===== src/hw/rtl/erm_pkg.sv =====
// Package for the event rate meter: sizes, codes, payload structs and the
// sequencer state type. Used by every module of the block; no dependencies.
package erm_pkg;

    localparam int RING_DEPTH   = 1024;
    localparam int PTR_BITS     = $clog2(RING_DEPTH);
    localparam int CNT_BITS     = PTR_BITS + 1;
    localparam int TIME_BITS    = 32;
    localparam int DIV_BITS     = TIME_BITS + 2;
    localparam int STEP_BITS    = $clog2(DIV_BITS + 1);
    localparam int RATE_BITS    = 22;
    localparam int WIN_BITS     = 11;
    localparam int RECENT_BITS  = 17;
    localparam int CFG_IDX_BITS = 3;
    localparam int CFG_BITS     = 32;

    localparam logic [11:0] SECS_PER_HOUR = 12'd3600;

    // The hour number is (now / 16) / 225, taken by a reciprocal multiply that
    // may come out one low; one compare and subtract corrects it.
    localparam int          HQ_BITS         = TIME_BITS - 11;
    localparam logic [63:0] HOUR_RECIP_WIDE = (64'd1 << (TIME_BITS + 4)) / 64'd225;
    localparam logic [TIME_BITS-4:0] HOUR_RECIP = HOUR_RECIP_WIDE[TIME_BITS-4:0];

    localparam logic [1:0] OP_ADD     = 2'd0;
    localparam logic [1:0] OP_REFRESH = 2'd1;
    localparam logic [1:0] OP_CLEAR   = 2'd2;
    localparam logic [1:0] OP_SPARE   = 2'd3;

    localparam logic [CFG_IDX_BITS-1:0] CFG_SHORT_WIN   = 3'd0;
    localparam logic [CFG_IDX_BITS-1:0] CFG_LONG_WIN    = 3'd1;
    localparam logic [CFG_IDX_BITS-1:0] CFG_RECENT_SECS = 3'd2;
    localparam logic [CFG_IDX_BITS-1:0] CFG_START_TIME  = 3'd3;
    localparam logic [CFG_IDX_BITS-1:0] CFG_START_VALID = 3'd4;

    typedef struct packed {
        logic [1:0]           op;
        logic [TIME_BITS-1:0] event_time;
        logic [TIME_BITS-1:0] now_time;
    } t_in_item;

    typedef struct packed {
        logic [RATE_BITS-1:0] short_rate;
        logic [RATE_BITS-1:0] long_rate;
        logic [CNT_BITS-1:0]  recent_count;
        logic [CNT_BITS-1:0]  hour_count;
        logic [RATE_BITS-1:0] average_rate;
        logic [CNT_BITS-1:0]  total_events;
    } t_out_item;

    typedef struct packed {
        logic                 add;
        logic                 clear;
        logic [TIME_BITS-1:0] event_time;
        logic [TIME_BITS-1:0] now_time;
    } t_cmd;

    typedef enum logic [4:0] {
        S_IDLE, S_APPLY, S_HDIV, S_HWAIT, S_RNEW, S_RSHORT, S_RLONG, S_GOTL,
        S_DSHORT, S_WSHORT, S_DLONG, S_WLONG, S_DAVG, S_WAVG, S_WADDR, S_WCMP,
        S_DONE
    } t_state;

endpackage


===== src/hw/rtl/erm_front.sv =====
// Front end of the event rate meter: a two-entry input queue that decodes
// each accepted item into a command for the back end. Depends on erm_pkg.
module erm_front (
    input  logic              i_clk,
    input  logic              i_rst_n,
    input  logic              push,
    output logic              full,
    input  erm_pkg::t_in_item i_item,
    output logic              o_cmd_valid,
    output erm_pkg::t_cmd     o_cmd,
    input  logic              i_cmd_take
);
    erm_pkg::t_cmd r_q [2];
    logic          r_wp;
    logic          r_rp;
    logic [1:0]    r_cnt;
    erm_pkg::t_cmd n_cmd;
    logic          wr;
    logic          rd;

    always_comb begin
        n_cmd.add        = (i_item.op == erm_pkg::OP_ADD);
        n_cmd.clear      = (i_item.op == erm_pkg::OP_CLEAR);
        n_cmd.event_time = i_item.event_time;
        n_cmd.now_time   = i_item.now_time;
    end

    assign full        = (r_cnt == 2'd2);
    assign o_cmd_valid = (r_cnt != 2'd0);
    assign o_cmd       = r_q[r_rp];
    assign wr          = push && !full;
    assign rd          = i_cmd_take && o_cmd_valid;

    always_ff @(posedge i_clk) begin
        if (wr) begin
            r_q[r_wp] <= n_cmd;
        end
    end

    always_ff @(posedge i_clk) begin
        if (!i_rst_n) begin
            r_wp  <= 1'b0;
            r_rp  <= 1'b0;
            r_cnt <= 2'd0;
        end else begin
            if (wr) begin
                r_wp <= !r_wp;
            end
            if (rd) begin
                r_rp <= !r_rp;
            end
            r_cnt <= r_cnt + {1'b0, wr} - {1'b0, rd};
        end
    end
endmodule


===== config.mk =====
export PLATFORM = sky130hd
export DESIGN_NAME = erm_front
export DESIGN_NICKNAME = d
export VERILOG_FILES = /design/src/hw/rtl/erm_pkg.sv /design/src/hw/rtl/erm_front.sv
export SDC_FILE = /design/constraint.sdc
export NUM_CORES = 1
export LEC_CHECK = 0
export ABC_AREA = 1
export BUFFER_PORTS_ARGS = -buffer_cell sky130_fd_sc_hd__buf_2
export CAP_MARGIN = 20
export CORE_UTILIZATION = 50
export DETAILED_ROUTE_END_ITERATION = 6
export GPL_TIMING_DRIVEN = 0
export PLACE_DENSITY = 0.76
export REMOVE_ABC_BUFFERS = 1
export SYNTH_ARGS = -nofsm -noshare
export SYNTH_HDL_FRONTEND = slang
export SYNTH_SLANG_ARGS = --single-unit

===== constraint.sdc =====
create_clock -name i_clk -period 4.99 [get_ports i_clk]
set_input_delay 0.7485 -clock i_clk [delete_from_list [all_inputs] [get_ports i_clk]]
set_output_delay 0.7485 -clock i_clk [all_outputs]
set_load 0.005 [all_outputs]

==> impl_metrics.yaml <==
floorplanning:
  fp.dieH_um: 104
  start_util_pct: 52.3
  die_area_um2: 10800
  rows: 36
  die_w_um: 104
  num_io_pins: 138
  coreArea_um2: 9910
layout:
  diodes: 0
  layout-drive-gt1-share_pct: 57.8
  nets: 470
  fin_area_um2: 6680
  syn2layout_area_growth_pct: 28.8
  nFillCells: 703
  fin_cells: 543
logic_synthesis:
  synth_area_um2: 5180
  yosysWarnings: 0
  yosysSeqAreaShare_pct: 78.4
  synthCells: 246
  ys_ff_latch: 137
  netlist-cell-type-count: 12
  syn_area_per_cell_um2: 21.1
power:
  p_leak_uw: 0.00265
  cellPowerDensity_nw_per_um2: 533
  peakVddDrop_uv: 283
setup_path:
  path_class: "reg -> out"
  reg2reg_slack_ns: 3.20
  r2r_end: "r_q[0][34]"
  critPathLaunchType: "register"
  end_kind: "primary output"
  critPathRequiredTime_ns: 4.24
  cp_max_fo: 39
  r2r-start: "r_cnt[0]"
  ff2ff_path_depth: 5
  cp.arrival_ns: 2.03
clock_tree:
  cts_resized: 0
  cts-hold-fix-buffers: 0
  htree_levels: 4
  clock-sinks: 137
  cts_inserted_buffers: 17
  cts_tree: "done"
  post_cts_buffers: 0
  clkLatencyLatePin_ns: 0.51
  clockBufferDepth: 2
  ctsRootBufferMaster: "clkbuf_8"
  clk_pin_slew_worst_paths_ns: 0.06
placed_design:
  dpl.cell_count: 512
  place_area_um2: 6060
  gp_congestion: 0.660
  place_hpwl_um: 5360
  port_buffers: 137
flow_run:
  drv_cap: 0
routing:
  wl_met3_um: 633
  wl_met1_um: 3540
  wl_per_cell_um: 15.5
  drtIter0Drc: 134
  wirelength_um: 8440
  route.met2.wl_um: 4160
  vias_per_cell: 4.85
  ant_nets: 0
  dr.max_layer_used: "met4"
  vias: 2635
  drc: 0
  firstDrtPassIters: 6
timing:
  fmax_mhz: 360
  fin_tns_setup_ns: 0
  fin_crit_ns: 2.78
  rsz0062_at_grt: "false"
  drv_slew: 0
  period_share_pct: 55.7
  worst_pin_slew_ns: 0.852
  final-setup-viol-count: 0
  fin_skew_ns: 0.00693
  whs_ns: 0.424
  hold_violations: 0
  maxSlewHeadroom_pct: 43.2
global_route:
  grt_usage_pct: 16.7
  grt.overflow.total: 0
  grt_max_degree: 67
  antenna_found_initial: 0
  grt_pass1_wl_um: 13400
  grt_pass1_vias: 2783
min_path:
  whs_endpoint: "r_q[0][8]"
  holdPathStages: 1
  min_path_type: "in -> reg"
  worstHoldStart: "i_item[8]"
status:
  outcome: "finished, final reports clean"
-- flip-flops by register name (all words and copies together), names as in the netlist, named ones only --
register / flops
r_q: 132
r_cnt: 2
r_rp: 1
r_wp: 1
-- cells by family after synthesis --
logic type,synth area share [%]
AND/OR/NAND/NOR,1.67
multiplexers,17.2
AO/OA/AOI/OAI,0.193
flip-flops,78.4
buffers and inverters,2.00
adder cells (fa/ha/maj),0.483
-- cell usage after synthesis (all sizes together) --
cell type / instances / area (µm²)
ha: 2 / 25.0
nor2: 10 / 37.5
mux2: 66 / 893
buf: 7 / 66.3
nand3: 3 / 15.0
dfxtp: 5 / 100
nand2: 9 / 33.8
a21oi: 2 / 10.0
inv: 10 / 37.5
edfxtp: 132 / 3960
-- critical path, cell delays in order, from the launching register on --
cell and delay [ns]:
dfxtp_4 0.70, buf_16 0.31, mux2_2 0.36, buf_2 0.13
-- how the worst max path moves through the flow --
stage,start,endpoint,slack (ns),cells after the start
CTS,register,o_cmd[1],2.15,3
global placement,push,r_q[0][34],-0.69,3
detailed placement,register,o_cmd[1],2.70,3
floorplan,push,r_q[0][0],0.92,2
finish,register,o_cmd[19],2.21,3
global route,register,o_cmd[14],2.10,3
-- per-layer routing --
metal | up-vias | global-route usage [%]
li1 | 1255 | -
met1 | 1270 | 18.7
met2 | 100 | 27.9
met3 | 10 | 6.92
met4 | 0 | 7.35
met5 | - | 0
-- metrics by stage --
step	utilization [%]	power, µW	worst slack (ns)
finish	67.4	3560	2.21
global placement	60.2	2310	-0.685
floorplan	-	2020	0.925
global route	67.4	3710	2.10
CTS	67.4	3600	2.15
detailed placement	61.1	2300	2.70
-- cell type report --
type	count	area (µm²)	area share, %
Clock buffer	17	414	6.20
Clock inverter	14	204	3.06
Inverter	10	40.0	0.600
Multi-Input combinational cell	92	1020	15.3
Sequential cell	137	4070	60.9
Tap cell	133	166	2.49
Timing Repair Buffer	140	761	11.4
-- power breakdown --
| group | switching [µW] | internal, µW |
|---|---|---|
| combinational | 315 | 405 |
| clock | 442 | 853 |
| sequential | 80.6 | 1460 |
-- placed cells by master, fill, tap and decap left out, types with 3 or more instances in the layout --
master	Yosys	layout
buf_2	2	137
bufinv_16	0	5
clkbuf_16	0	16
clkinv_1	0	3
dfxtp_1	5	4
edfxtp_1	132	132
inv_1	10	9
mux2_2	26	26
mux2_4	40	40
nand2_1	9	9
nand3_1	3	3
nor2_1	10	9
No activity file was read; power rests on OpenSTA's default activity.
